==> config.mk <==
export PLATFORM = sky130hd
export DESIGN_NAME = checksummed_xor_frame_codec_core_flat
export DESIGN_NICKNAME = d
export VERILOG_FILES = /design/src/hw/rtl/cxf_pkg.sv /design/src/hw/rtl/cxf_if.sv /design/src/hw/rtl/cxf_cfg.sv /design/src/hw/rtl/cxf_frame.sv /design/src/hw/rtl/cxf_out.sv /design/src/hw/rtl/checksummed_xor_frame_codec_core.sv /design/src/flat_wrapper.sv
export VERILOG_INCLUDE_DIRS = /design/src /design/src/hw/rtl
export SDC_FILE = /design/constraint.sdc
export NUM_CORES = 1
export LEC_CHECK = 0
export BUFFER_PORTS_ARGS = -buffer_cell sky130_fd_sc_hd__buf_2
export CAP_MARGIN = 20
export CELL_PAD_IN_SITES_DETAIL_PLACEMENT = 1
export CELL_PAD_IN_SITES_GLOBAL_PLACEMENT = 1
export CORE_UTILIZATION = 45
export CTS_BUF_LIST = sky130_fd_sc_hd__clkbuf_4
export DETAILED_ROUTE_END_ITERATION = 10
export GPL_TIMING_DRIVEN = 0
export PLACE_DENSITY_LB_ADDON = 0.1
export SETUP_SLACK_MARGIN = 0.1
export SLEW_MARGIN = 20
export SYNTH_ARGS = -nofsm -noshare
export SYNTH_HDL_FRONTEND = slang
export SYNTH_HIERARCHICAL = 1
export SYNTH_SLANG_ARGS = --single-unit
export TNS_END_PERCENT = 50
==> constraint.sdc <==
create_clock -name i_clk -period 14.1 [get_ports i_clk]
set_input_delay 1.41 -clock i_clk [delete_from_list [all_inputs] [get_ports i_clk]]
set_output_delay 1.41 -clock i_clk [all_outputs]
set_load 0.005 [all_outputs]
==> src/hw/rtl/checksummed_xor_frame_codec_core_macros.svh <==
// Assertion macros used by the codec RTL (the result register, cxf_out).
`ifndef CHECKSUMMED_XOR_FRAME_CODEC_CORE_MACROS_SVH
`define CHECKSUMMED_XOR_FRAME_CODEC_CORE_MACROS_SVH

`ifndef NO_ASSERTIONS
// same-cycle implication
`define CXF_ASSERT_IMP(label, clk, rst_n, ante, cons) \
    label: assert property (@(posedge clk) disable iff (!(rst_n)) (ante) |-> (cons)) \
        else $error("%m: assertion failed");
// next-cycle implication
`define CXF_ASSERT_NEXT(label, clk, rst_n, ante, cons) \
    label: assert property (@(posedge clk) disable iff (!(rst_n)) (ante) |=> (cons)) \
        else $error("%m: assertion failed");
`else
`define CXF_ASSERT_IMP(label, clk, rst_n, ante, cons)
`define CXF_ASSERT_NEXT(label, clk, rst_n, ante, cons)
`endif

`endif

==> src/hw/rtl/cxf_pkg.sv <==
// Types and constants of the checksummed XOR frame codec.
package cxf_pkg;

    localparam int KEY_BYTES = 16;
    localparam int POS_W     = 12;
    localparam int CAP_W     = 13;
    localparam int KLEN_W    = 5;

    localparam logic [8:0] FLETCHER_MOD = 9'd255;

    typedef logic [2:0] t_cfg_idx;
    localparam t_cfg_idx CFG_MAGIC    = 3'd0;
    localparam t_cfg_idx CFG_KEY_LOW  = 3'd1;
    localparam t_cfg_idx CFG_KEY_HIGH = 3'd2;
    localparam t_cfg_idx CFG_KEY_LEN  = 3'd3;
    localparam t_cfg_idx CFG_CAPACITY = 3'd4;

    typedef logic [2:0] t_status;
    localparam t_status ST_OK       = 3'd0;
    localparam t_status ST_SHORT    = 3'd1;
    localparam t_status ST_MAGIC    = 3'd2;
    localparam t_status ST_OVER     = 3'd3;
    localparam t_status ST_CHECKSUM = 3'd4;

    localparam logic [CAP_W-1:0] CAPACITY_RESET = 13'd4096;

    typedef struct packed {
        logic [15:0]                 magic;
        logic [KEY_BYTES-1:0][7:0]   key;
        logic [KLEN_W-1:0]           key_length;
        logic [CAP_W-1:0]            capacity;
    } t_cfg;

    typedef struct packed {
        logic             has_byte;
        logic [7:0]       out_byte;
        logic [POS_W-1:0] position;
        logic             run_last;
        t_status          status;
    } t_result;

    // results caused by one input transfer: an optional first result and
    // an optional four-byte encode trailer
    typedef struct packed {
        logic            valid;
        t_result         first;
        logic            tail;
        logic [3:0][7:0] tail_bytes;
        t_status         tail_status;
    } t_bundle;

endpackage

==> src/hw/rtl/cxf_if.sv <==
// Valid/ready channel interfaces of the codec.
interface cxf_in_if;
    logic       valid;
    logic       ready;
    logic       mode;
    logic [7:0] data_byte;
    logic       last_byte;
    modport source(output valid, mode, data_byte, last_byte, input ready);
    modport sink(input valid, mode, data_byte, last_byte, output ready);
endinterface

interface cxf_out_if;
    logic        valid;
    logic        ready;
    logic        has_byte;
    logic [7:0]  out_byte;
    logic [11:0] position;
    logic        run_last;
    logic [2:0]  status;
    modport source(output valid, has_byte, out_byte, position, run_last, status,
                   input ready);
    modport sink(input valid, has_byte, out_byte, position, run_last, status,
                 output ready);
endinterface

interface cxf_cfg_if;
    logic                valid;
    logic                ready;
    cxf_pkg::t_cfg_idx   index;
    logic [63:0]         data;
    modport source(output valid, index, data, input ready);
    modport sink(input valid, index, data, output ready);
endinterface

==> src/hw/rtl/cxf_cfg.sv <==
// Configuration register file of the codec.
module cxf_cfg (
    input  logic              i_clk,
    input  logic              i_rst_n,
    input  logic              i_valid,
    input  cxf_pkg::t_cfg_idx i_index,
    input  logic [63:0]       i_data,
    output cxf_pkg::t_cfg     o_cfg
);
    import cxf_pkg::*;

    t_cfg r_cfg;

    always_ff @(posedge i_clk) begin
        if (!i_rst_n) begin
            r_cfg.magic      <= '0;
            r_cfg.key        <= '0;
            r_cfg.key_length <= '0;
            r_cfg.capacity   <= CAPACITY_RESET;
        end else if (i_valid) begin
            unique case (i_index)
                CFG_MAGIC:    r_cfg.magic           <= i_data[15:0];
                CFG_KEY_LOW:  r_cfg.key[7:0]        <= i_data;
                CFG_KEY_HIGH: r_cfg.key[15:8]       <= i_data;
                CFG_KEY_LEN:  r_cfg.key_length      <= i_data[KLEN_W-1:0];
                CFG_CAPACITY: r_cfg.capacity        <= i_data[CAP_W-1:0];
                default: begin
                end
            endcase
        end
    end

    assign o_cfg = r_cfg;

endmodule

==> src/hw/rtl/cxf_frame.sv <==
// Per-byte frame state: Fletcher sums, key walk, header checks, result bundle.
module cxf_frame #(
    parameter int MAX_FRAME = 4096,
    parameter int KEY_MAX   = 16
) (
    input  logic             i_clk,
    input  logic             i_rst_n,
    input  logic             i_fire,
    input  logic             i_mode,
    input  logic [7:0]       i_data_byte,
    input  logic             i_last_byte,
    input  cxf_pkg::t_cfg    i_cfg,
    output cxf_pkg::t_bundle o_bundle
);
    import cxf_pkg::*;

    localparam int CNT_W = $clog2(MAX_FRAME + 6);
    localparam int CMP_W = ((CNT_W > CAP_W) ? CNT_W : CAP_W) + 1;
    localparam logic [CNT_W-1:0]  CNT_SAT = CNT_W'(MAX_FRAME + 5);
    localparam logic [CMP_W-1:0]  FRAME_LIM = CMP_W'(MAX_FRAME);
    localparam logic [KLEN_W-1:0] KL_MAX = KLEN_W'(KEY_MAX);
    localparam logic [CNT_W-1:0]  HDR_LEN = CNT_W'(4);

    logic [CNT_W-1:0] r_count;
    logic [7:0]       r_sum_lo;
    logic [7:0]       r_sum_hi;
    logic [3:0]       r_key_idx;
    logic [15:0]      r_cks;
    logic             r_magic_bad;
    logic             r_mode;

    logic             start, cur_mode, walk, key_on, over_enc, over_dec;
    logic [KLEN_W-1:0] kl, ki_inc;
    logic [3:0]       ki_b, ki_w, n_key_idx;
    logic [7:0]       key_w, key0, key1, xb, fl_in, sum_lo_b, sum_hi_b, lo_new, hi_new;
    logic [8:0]       s1, s2;
    logic [15:0]      cks_b, n_cks;
    logic             bad_b, n_bad;
    logic [CNT_W-1:0] n_count;
    logic [CMP_W-1:0] idx_w, len_w, cap_w;
    t_status          dec_status;

    always_comb begin
        start    = (r_count == '0);
        cur_mode = start ? i_mode : r_mode;
        kl       = (i_cfg.key_length > KL_MAX) ? KL_MAX : i_cfg.key_length;
        key_on   = (kl != '0);
        sum_lo_b = start ? 8'd0 : r_sum_lo;
        sum_hi_b = start ? 8'd0 : r_sum_hi;
        cks_b    = start ? 16'd0 : r_cks;
        bad_b    = start ? 1'b0 : r_magic_bad;
        ki_b     = start ? ((kl > KLEN_W'(2)) ? 4'd2 : 4'd0) : r_key_idx;

        ki_w     = ({1'b0, ki_b} >= kl) ? 4'd0 : ki_b;
        key_w    = key_on ? i_cfg.key[ki_w] : 8'd0;
        ki_inc   = {1'b0, ki_w} + KLEN_W'(1);
        key0     = key_on ? i_cfg.key[0] : 8'd0;
        key1     = !key_on ? 8'd0 : ((kl == KLEN_W'(1)) ? i_cfg.key[0] : i_cfg.key[1]);

        walk     = !cur_mode || (r_count >= HDR_LEN);
        n_key_idx = ki_b;
        if (walk && key_on) begin
            n_key_idx = (ki_inc >= kl) ? 4'd0 : ki_inc[3:0];
        end

        xb    = i_data_byte ^ key_w;
        fl_in = cur_mode ? xb : i_data_byte;
        s1     = {1'b0, sum_lo_b} + {1'b0, fl_in};
        lo_new = (s1 >= FLETCHER_MOD) ? 8'(s1 - FLETCHER_MOD) : s1[7:0];
        s2     = {1'b0, sum_hi_b} + {1'b0, lo_new};
        hi_new = (s2 >= FLETCHER_MOD) ? 8'(s2 - FLETCHER_MOD) : s2[7:0];

        n_count = (r_count < CNT_SAT) ? r_count + CNT_W'(1) : r_count;
        idx_w   = CMP_W'(r_count);
        len_w   = CMP_W'(n_count);
        cap_w   = CMP_W'(i_cfg.capacity);
        over_enc = ((len_w + CMP_W'(4)) > cap_w) || ((len_w + CMP_W'(4)) > FRAME_LIM);
        over_dec = ((len_w - CMP_W'(4)) > cap_w) || (len_w > FRAME_LIM);

        n_bad = bad_b;
        n_cks = cks_b;
        if (cur_mode && !walk) begin
            unique case (r_count[1:0])
                2'd0: n_bad = bad_b | (i_data_byte != i_cfg.magic[15:8]);
                2'd1: n_bad = bad_b | (i_data_byte != i_cfg.magic[7:0]);
                2'd2: n_cks = {i_data_byte ^ key0, cks_b[7:0]};
                default: n_cks = {cks_b[15:8], i_data_byte ^ key1};
            endcase
        end

        priority if (bad_b) begin
            dec_status = ST_MAGIC;
        end else if (over_dec) begin
            dec_status = ST_OVER;
        end else if ({hi_new, lo_new} != cks_b) begin
            dec_status = ST_CHECKSUM;
        end else begin
            dec_status = ST_OK;
        end

        o_bundle = '0;
        if (!cur_mode) begin
            o_bundle.valid            = 1'b1;
            o_bundle.first.has_byte   = 1'b1;
            o_bundle.first.out_byte   = xb;
            o_bundle.first.position   = POS_W'(idx_w + CMP_W'(4));
            o_bundle.tail             = i_last_byte;
            o_bundle.tail_bytes[0]    = i_cfg.magic[15:8];
            o_bundle.tail_bytes[1]    = i_cfg.magic[7:0];
            o_bundle.tail_bytes[2]    = hi_new ^ key0;
            o_bundle.tail_bytes[3]    = lo_new ^ key1;
            o_bundle.tail_status      = over_enc ? ST_OVER : ST_OK;
        end else if (!walk) begin
            o_bundle.valid            = i_last_byte;
            o_bundle.first.run_last   = 1'b1;
            o_bundle.first.status     = ST_SHORT;
        end else begin
            o_bundle.valid            = 1'b1;
            o_bundle.first.has_byte   = 1'b1;
            o_bundle.first.out_byte   = xb;
            o_bundle.first.position   = POS_W'(idx_w - CMP_W'(4));
            o_bundle.first.run_last   = i_last_byte;
            o_bundle.first.status     = i_last_byte ? dec_status : ST_OK;
        end
    end

    always_ff @(posedge i_clk) begin
        if (!i_rst_n) begin
            r_count     <= '0;
            r_sum_lo    <= '0;
            r_sum_hi    <= '0;
            r_key_idx   <= '0;
            r_cks       <= '0;
            r_magic_bad <= 1'b0;
            r_mode      <= 1'b0;
        end else if (i_fire) begin
            r_count     <= i_last_byte ? '0 : n_count;
            r_mode      <= cur_mode;
            r_sum_lo    <= walk ? lo_new : sum_lo_b;
            r_sum_hi    <= walk ? hi_new : sum_hi_b;
            r_key_idx   <= n_key_idx;
            r_cks       <= n_cks;
            r_magic_bad <= n_bad;
        end
    end

endmodule

==> src/hw/rtl/cxf_out.sv <==
// Result register: holds one bundle and sends its results one per transfer.
module cxf_out (
    input  logic             i_clk,
    input  logic             i_rst_n,
    input  logic             i_fire,
    input  cxf_pkg::t_bundle i_bundle,
    input  logic             i_out_ready,
    output logic             o_in_ready,
    output logic             o_valid,
    output cxf_pkg::t_result o_result
);
    import cxf_pkg::*;
    `include "checksummed_xor_frame_codec_core_macros.svh"

    localparam logic [2:0] PH_FIRST = 3'd0;
    localparam logic [2:0] PH_LAST  = 3'd4;

    logic            r_valid;
    logic [2:0]      r_phase;
    t_result         r_first;
    logic            r_tail;
    logic [3:0][7:0] r_tail_bytes;
    t_status         r_tail_status;

    logic       done;
    logic [1:0] tsel;

    always_comb begin
        done = r_valid && i_out_ready &&
               ((r_phase == PH_LAST) || ((r_phase == PH_FIRST) && !r_tail));
        o_in_ready = !r_valid || done;
        o_valid    = r_valid;
        tsel       = 2'(r_phase - 3'd1);
        if (r_phase == PH_FIRST) begin
            o_result = r_first;
        end else begin
            o_result.has_byte = 1'b1;
            o_result.out_byte = r_tail_bytes[tsel];
            o_result.position = POS_W'(tsel);
            o_result.run_last = (r_phase == PH_LAST);
            o_result.status   = (r_phase == PH_LAST) ? r_tail_status : ST_OK;
        end
    end

    always_ff @(posedge i_clk) begin
        if (!i_rst_n) begin
            r_valid <= 1'b0;
            r_phase <= PH_FIRST;
        end else if (i_fire) begin
            r_valid <= i_bundle.valid;
            r_phase <= PH_FIRST;
        end else if (done) begin
            r_valid <= 1'b0;
        end else if (r_valid && i_out_ready) begin
            r_phase <= r_phase + 3'd1;
        end
    end

    always_ff @(posedge i_clk) begin
        if (i_fire) begin
            r_first       <= i_bundle.first;
            r_tail        <= i_bundle.tail;
            r_tail_bytes  <= i_bundle.tail_bytes;
            r_tail_status <= i_bundle.tail_status;
        end
    end

    `CXF_ASSERT_IMP(a_tail_phase, i_clk, i_rst_n, r_valid && (r_phase != PH_FIRST), r_tail)
    `CXF_ASSERT_IMP(a_no_byte_short, i_clk, i_rst_n, r_valid && !o_result.has_byte, o_result.run_last && (o_result.status == ST_SHORT))
    `CXF_ASSERT_NEXT(a_phase_step, i_clk, i_rst_n, r_valid && i_out_ready && !done, r_valid && (r_phase == $past(r_phase) + 3'd1))

endmodule

==> src/hw/rtl/checksummed_xor_frame_codec_core.sv <==
// Top level of the checksummed XOR frame codec.
// A byte's first result is registered: valid in the cycle after its input transfer.
// Takes one byte per cycle while the output is ready; an encode last byte yields
// 5 results, sent one per transfer; input is held off until the last is taken.
// Reset clears frame state and restores register defaults (capacity 4096).
module checksummed_xor_frame_codec_core #(
    parameter int MAX_FRAME = 4096,
    parameter int KEY_MAX   = 16
) (
    input  logic             i_clk,
    input  logic             i_rst_n,
    cxf_in_if.sink           i_in,
    cxf_out_if.source        o_out,
    cxf_cfg_if.sink          i_cfg
);
    import cxf_pkg::*;

    t_cfg    cfg;
    t_bundle bundle;
    t_result result;
    logic    in_ready, fire;

    assign i_cfg.ready = 1'b1;
    assign i_in.ready  = in_ready;
    assign fire        = i_in.valid && in_ready;

    cxf_cfg u_cfg (
        .i_clk   (i_clk),
        .i_rst_n (i_rst_n),
        .i_valid (i_cfg.valid),
        .i_index (i_cfg.index),
        .i_data  (i_cfg.data),
        .o_cfg   (cfg)
    );

    cxf_frame #(
        .MAX_FRAME (MAX_FRAME),
        .KEY_MAX   (KEY_MAX)
    ) u_frame (
        .i_clk       (i_clk),
        .i_rst_n     (i_rst_n),
        .i_fire      (fire),
        .i_mode      (i_in.mode),
        .i_data_byte (i_in.data_byte),
        .i_last_byte (i_in.last_byte),
        .i_cfg       (cfg),
        .o_bundle    (bundle)
    );

    cxf_out u_out (
        .i_clk       (i_clk),
        .i_rst_n     (i_rst_n),
        .i_fire      (fire),
        .i_bundle    (bundle),
        .i_out_ready (o_out.ready),
        .o_in_ready  (in_ready),
        .o_valid     (o_out.valid),
        .o_result    (result)
    );

    assign o_out.has_byte = result.has_byte;
    assign o_out.out_byte = result.out_byte;
    assign o_out.position = result.position;
    assign o_out.run_last = result.run_last;
    assign o_out.status   = result.status;

endmodule

==> src/flat_wrapper.sv <==
// flat-port wrapper written by rule: the top's interface ports become plain ports
module checksummed_xor_frame_codec_core_flat import cxf_pkg::*;
#(
    parameter int MAX_FRAME = 4096,
    parameter int KEY_MAX   = 16
)
  (i_clk, i_rst_n, i_in_valid, i_in_mode, i_in_data_byte, i_in_last_byte, i_in_ready, o_out_valid, o_out_has_byte, o_out_out_byte, o_out_position, o_out_run_last, o_out_status, o_out_ready, i_cfg_valid, i_cfg_index, i_cfg_data, i_cfg_ready);
  cxf_in_if i_in_i ();
  cxf_out_if o_out_i ();
  cxf_cfg_if i_cfg_i ();
  input  logic i_clk;
  input  logic i_rst_n;
  input wire logic [$bits(i_in_i.valid)-1:0] i_in_valid;
  input wire logic [$bits(i_in_i.mode)-1:0] i_in_mode;
  input wire logic [$bits(i_in_i.data_byte)-1:0] i_in_data_byte;
  input wire logic [$bits(i_in_i.last_byte)-1:0] i_in_last_byte;
  output wire logic [$bits(i_in_i.ready)-1:0] i_in_ready;
  output wire logic [$bits(o_out_i.valid)-1:0] o_out_valid;
  output wire logic [$bits(o_out_i.has_byte)-1:0] o_out_has_byte;
  output wire logic [$bits(o_out_i.out_byte)-1:0] o_out_out_byte;
  output wire logic [$bits(o_out_i.position)-1:0] o_out_position;
  output wire logic [$bits(o_out_i.run_last)-1:0] o_out_run_last;
  output wire logic [$bits(o_out_i.status)-1:0] o_out_status;
  input wire logic [$bits(o_out_i.ready)-1:0] o_out_ready;
  input wire logic [$bits(i_cfg_i.valid)-1:0] i_cfg_valid;
  input wire logic [$bits(i_cfg_i.index)-1:0] i_cfg_index;
  input wire logic [$bits(i_cfg_i.data)-1:0] i_cfg_data;
  output wire logic [$bits(i_cfg_i.ready)-1:0] i_cfg_ready;
  assign i_in_i.valid = i_in_valid;
  assign i_in_i.mode = i_in_mode;
  assign i_in_i.data_byte = i_in_data_byte;
  assign i_in_i.last_byte = i_in_last_byte;
  assign i_in_ready = i_in_i.ready;
  assign o_out_valid = o_out_i.valid;
  assign o_out_has_byte = o_out_i.has_byte;
  assign o_out_out_byte = o_out_i.out_byte;
  assign o_out_position = o_out_i.position;
  assign o_out_run_last = o_out_i.run_last;
  assign o_out_status = o_out_i.status;
  assign o_out_i.ready = o_out_ready;
  assign i_cfg_i.valid = i_cfg_valid;
  assign i_cfg_i.index = i_cfg_index;
  assign i_cfg_i.data = i_cfg_data;
  assign i_cfg_ready = i_cfg_i.ready;
  checksummed_xor_frame_codec_core #(.MAX_FRAME(MAX_FRAME), .KEY_MAX(KEY_MAX)) u_core (.i_clk(i_clk), .i_rst_n(i_rst_n), .i_in(i_in_i), .o_out(o_out_i), .i_cfg(i_cfg_i));
endmodule
==> results.tsv <==
stage	metric	value	unit
clocking	cts_sinks	278	
sta	max_slew_margin	32.7	%
finish	drive_gt1_share	13.9	%
die	initial_core_util	46.2	%
power_and_ir_drop	power.leakage	7.91	nW
yosys	synth_most_common_cell	nand2_1	
yosys	async_flop_share	0	%
yosys	synth_nets	2102	
sta	slew_viol_final	0	
sta	finalCritPeriodShare	93.2	%
sta	rsz0062_at_grt	false	
power_and_ir_drop	comb_power_share	15.3	%
clocking	clk_pin_slew	0.07	ns
placed_design	place_area	18200	µm²
outcome	status	finished, final reports clean	
clocking	cts_root_buffer	clkbuf_4	
sta	report.final.setup_viol	0	
sta	period_needed	13.14	ns
die	io_pins	110	
worst_setup_path	ff2ff_setup_slack	0.96	ns
clocking	insertion_delay	0.78	ns
finish	finalInstanceArea	19300	µm²
worst_setup_path	required	14.64	ns
global_routing	grt_pass1_wl	90300	µm
yosys	synth_top_area_share	25.4	%
power_and_ir_drop	p_clk_share	40.9	%
global_routing	grt_use_total	30.3	%
yosys	synth_area	17100	µm²
worst_setup_path	start_kind	flip-flop	
global_routing	grt_antenna_before_repair	1	
global_routing	overflow	0	
yosys	synth_commonest_cells	nand2_1 (384), dfxtp_1 (217), mux2i_1 (201)	
min_path	hold_path.class	flip-flop to flip-flop	
yosys	synth-seq-cells	278	
yosys	synth_largest_area_cell	dfxtp_1	
flow_run	drv_cap	0	
drt	drc	0	
clocking	postCtsSetupBuffers	0	
yosys	synth_warnings	6	
power_and_ir_drop	p_sw_share	29.6	%
drt	vias_per_cell	5.70	
drt	routedWlPerCell	21.5	µm
finish	area_delta_synth_final	13.1	%
finish	nets	2286	
yosys	synth_flop_cell	dfxtp_1	
power_and_ir_drop	switchingPower	0.584	mW
sta	finalHoldViolCount	0	
worst_setup_path	crit_slowest_cell	a221oi_1	
worst_setup_path	max_stage_delay	0.86	ns
worst_setup_path	crit_path_end_kind	flip-flop	
die	rows	70	
worst_setup_path	cpMostUsedCell	clkbuf_1	
drt	vias	15400	
drt	detail_route.first_pass.iterations	5	
global_routing	grt_max_degree	44	
die	dieArea	38700	µm²
power_and_ir_drop	p_int	1.39	mW
worst_setup_path	crit_arrival	13.68	ns
drt	drt_iter0_markers	995	
power_and_ir_drop	ir_drop	0.0848	mV
die	dieWidth	197	µm
placed_design	port_buffers	100	
finish	n_fill_cell	4485	
drt	routed_wl	58100	µm
worst_setup_path	path_max_fanout	11	
yosys	postSynthAreaPerCell	8.73	µm²
power_and_ir_drop	power_frac_seq	43.8	%
clocking	clockBufferDepth	3	
clocking	numCtsBuffers	81	
drt	drtAntennaViolNets	0	
sta	max_freq	76.1	MHz
yosys	syn_inst	1955	
die	coreArea	37000	µm²
placed_design	dpl.hpwl	44100	µm
power_and_ir_drop	p_per_area	102	nW/µm²
sta	max_slew.worst_pin.slew	1.00	ns
yosys	synth-seq-area-share	36.2	%
clocking	htreeDepth	3	
clocking	cts_hold_buf	0	
global_routing	grt_pass1_vias	16000	
worst_setup_path	crit_type	flip-flop to flip-flop	
yosys	synthTopCellsByArea	dfxtp_1 (25%), mux2i_1 (12%), edfxtp_1 (11%)	
sta	tns	0	ns
sta	finClkSkew	0.0595	ns
yosys	synthDistinctLibCells	94	
placed_design	globalplace.congestion	0.926	
die	dieHeight	197	µm
yosys	synth-edff-count	61	
clocking	ctsResizeCount	0	
clocking	tritoncts	yes	
==> flip-flops by register name, summed over array words and instances (netlist names) <==
register,flops
u_core/u_out/r_first,25
u_core/u_frame/r_count,13
u_core/u_out/o_valid,1
u_core/u_cfg/o_cfg,162
u_core/u_out/r_tail_bytes,32
u_core/u_frame/r_sum_lo,8
u_core/u_out/r_phase,3
u_core/u_frame/r_mode,1
u_core/u_frame/r_key_idx,4
u_core/u_frame/r_magic_bad,1
u_core/u_frame/r_sum_hi,8
u_core/u_out/r_tail,1
u_core/u_out/r_tail_status,3
u_core/u_frame/r_cks,16
==> worst max-delay path: cells and delay by family, from the launching register on <==
| family | cells | cell delay, ns |
|---|---|---|
| AO/OA/AOI/OAI | 15 | 4.60 |
| XOR/XNOR | 3 | 0.57 |
| adder cells (fa/ha/maj) | 5 | 1.77 |
| buffers and inverters | 9 | 2.77 |
| flip-flops | 1 | 0.38 |
| multiplexers | 1 | 0.24 |
| AND/OR/NAND/NOR | 12 | 2.60 |
==> kinds of logic after synthesis <==
| logic type | Yosys count | share of synthesized area [%] |
|---|---|---|
| fa+ha+maj | 65 | 4.81 |
| mux | 204 | 12.0 |
| simple gates | 790 | 21.7 |
| xor+xnor | 119 | 6.35 |
| other cells | 2 | 0.0440 |
| flops | 278 | 36.2 |
| compound gates | 313 | 13.5 |
| buf+inv | 184 | 5.50 |
==> per-stage QoR <==
step	std cells	utilization [%]	hold WS, ns	setup WS, ns	power [mW]
floorplan	1955	-	0.434	4.12	1.07
global placement	2559	49.3	0.443	1.48	1.17
detailed placement	2560	49.3	0.448	1.11	1.18
CTS	2706	52.2	0.463	1.08	1.99
global route	2707	52.2	0.473	0.190	2.06
finish	2707	52.2	0.459	0.965	1.97
==> cell type report <==
| cell class | instances | area (µm²) | share of cell area [%] |
|---|---|---|---|
| Antenna cell | 1 | 2.50 | 0.0130 |
| Clock buffer | 122 | 916 | 4.74 |
| Buffer | 136 | 758 | 3.93 |
| Multi-Input combinational cell | 1493 | 9970 | 51.6 |
| Clock inverter | 24 | 155 | 0.803 |
| Tap cell | 504 | 631 | 3.27 |
| Inverter | 48 | 180 | 0.933 |
| Sequential cell | 278 | 6180 | 32.0 |
| Timing Repair Buffer | 101 | 520 | 2.70 |
==> metal layers <==
metal  track usage (%)  vias to the layer above  part of all wire, %  wire [µm]
li1                  -                     7298                    -          -
met1              39.9                     7569                   45      26300
met4              13.0                        0                  3.8       2230
met5                 0                        -                    0          0
met2              49.7                      441                   46      26900
met3              4.07                      124                  4.8       2790
==> worst paths after layout <==
kind / start / end / depth (start not counted)
worst max register to register: u_core/u_frame/r_count[2] / u_core/u_out/r_first[2] / 45
worst max-delay path: u_core/u_frame/r_count[2] / u_core/u_out/r_first[2] / 45
worst min register to register: u_core/u_cfg/o_cfg[134] / u_core/u_cfg/o_cfg[134] / 2
worst min-delay path: u_core/u_cfg/o_cfg[134] / u_core/u_cfg/o_cfg[134] / 2
==> power by group through the flow <==
stage	Clock, mW	Combinational [mW]	Sequential [mW]
after CTS	0.829	0.300	0.863
after global placement	0	0.289	0.880
after global routing	0.865	0.327	0.866
final	0.806	0.301	0.863
after detailed placement	0	0.298	0.880
after floorplan	0	0.200	0.875
==> layout by cell type (no fill, tap or decap), types with 8 or more instances in the layout <==
master,instances
nor2_1,112
clkbuf_4,122
a21o_1,18
and2_1,53
buf_2,108
o22ai_1,10
inv_1,46
a211oi_1,9
mux2i_1,201
and3_1,22
o211ai_1,12
nor4_1,15
edfxtp_1,61
o311ai_0,9
dfxtp_1,217
nor2b_1,47
o31ai_1,10
clkinv_1,13
buf_6,10
nand2b_1,11
nor3_1,20
o21ai_0,43
xnor2_1,66
xor2_1,50
clkbuf_1,95
buf_4,10
a22oi_1,35
nand2_1,384
ha_1,64
a221oi_1,32
a21oi_1,55
a221oi_2,8
a31oi_1,13
buf_12,8
nand4_1,9
nand3_1,74
(Power assumes the default switching activity.)
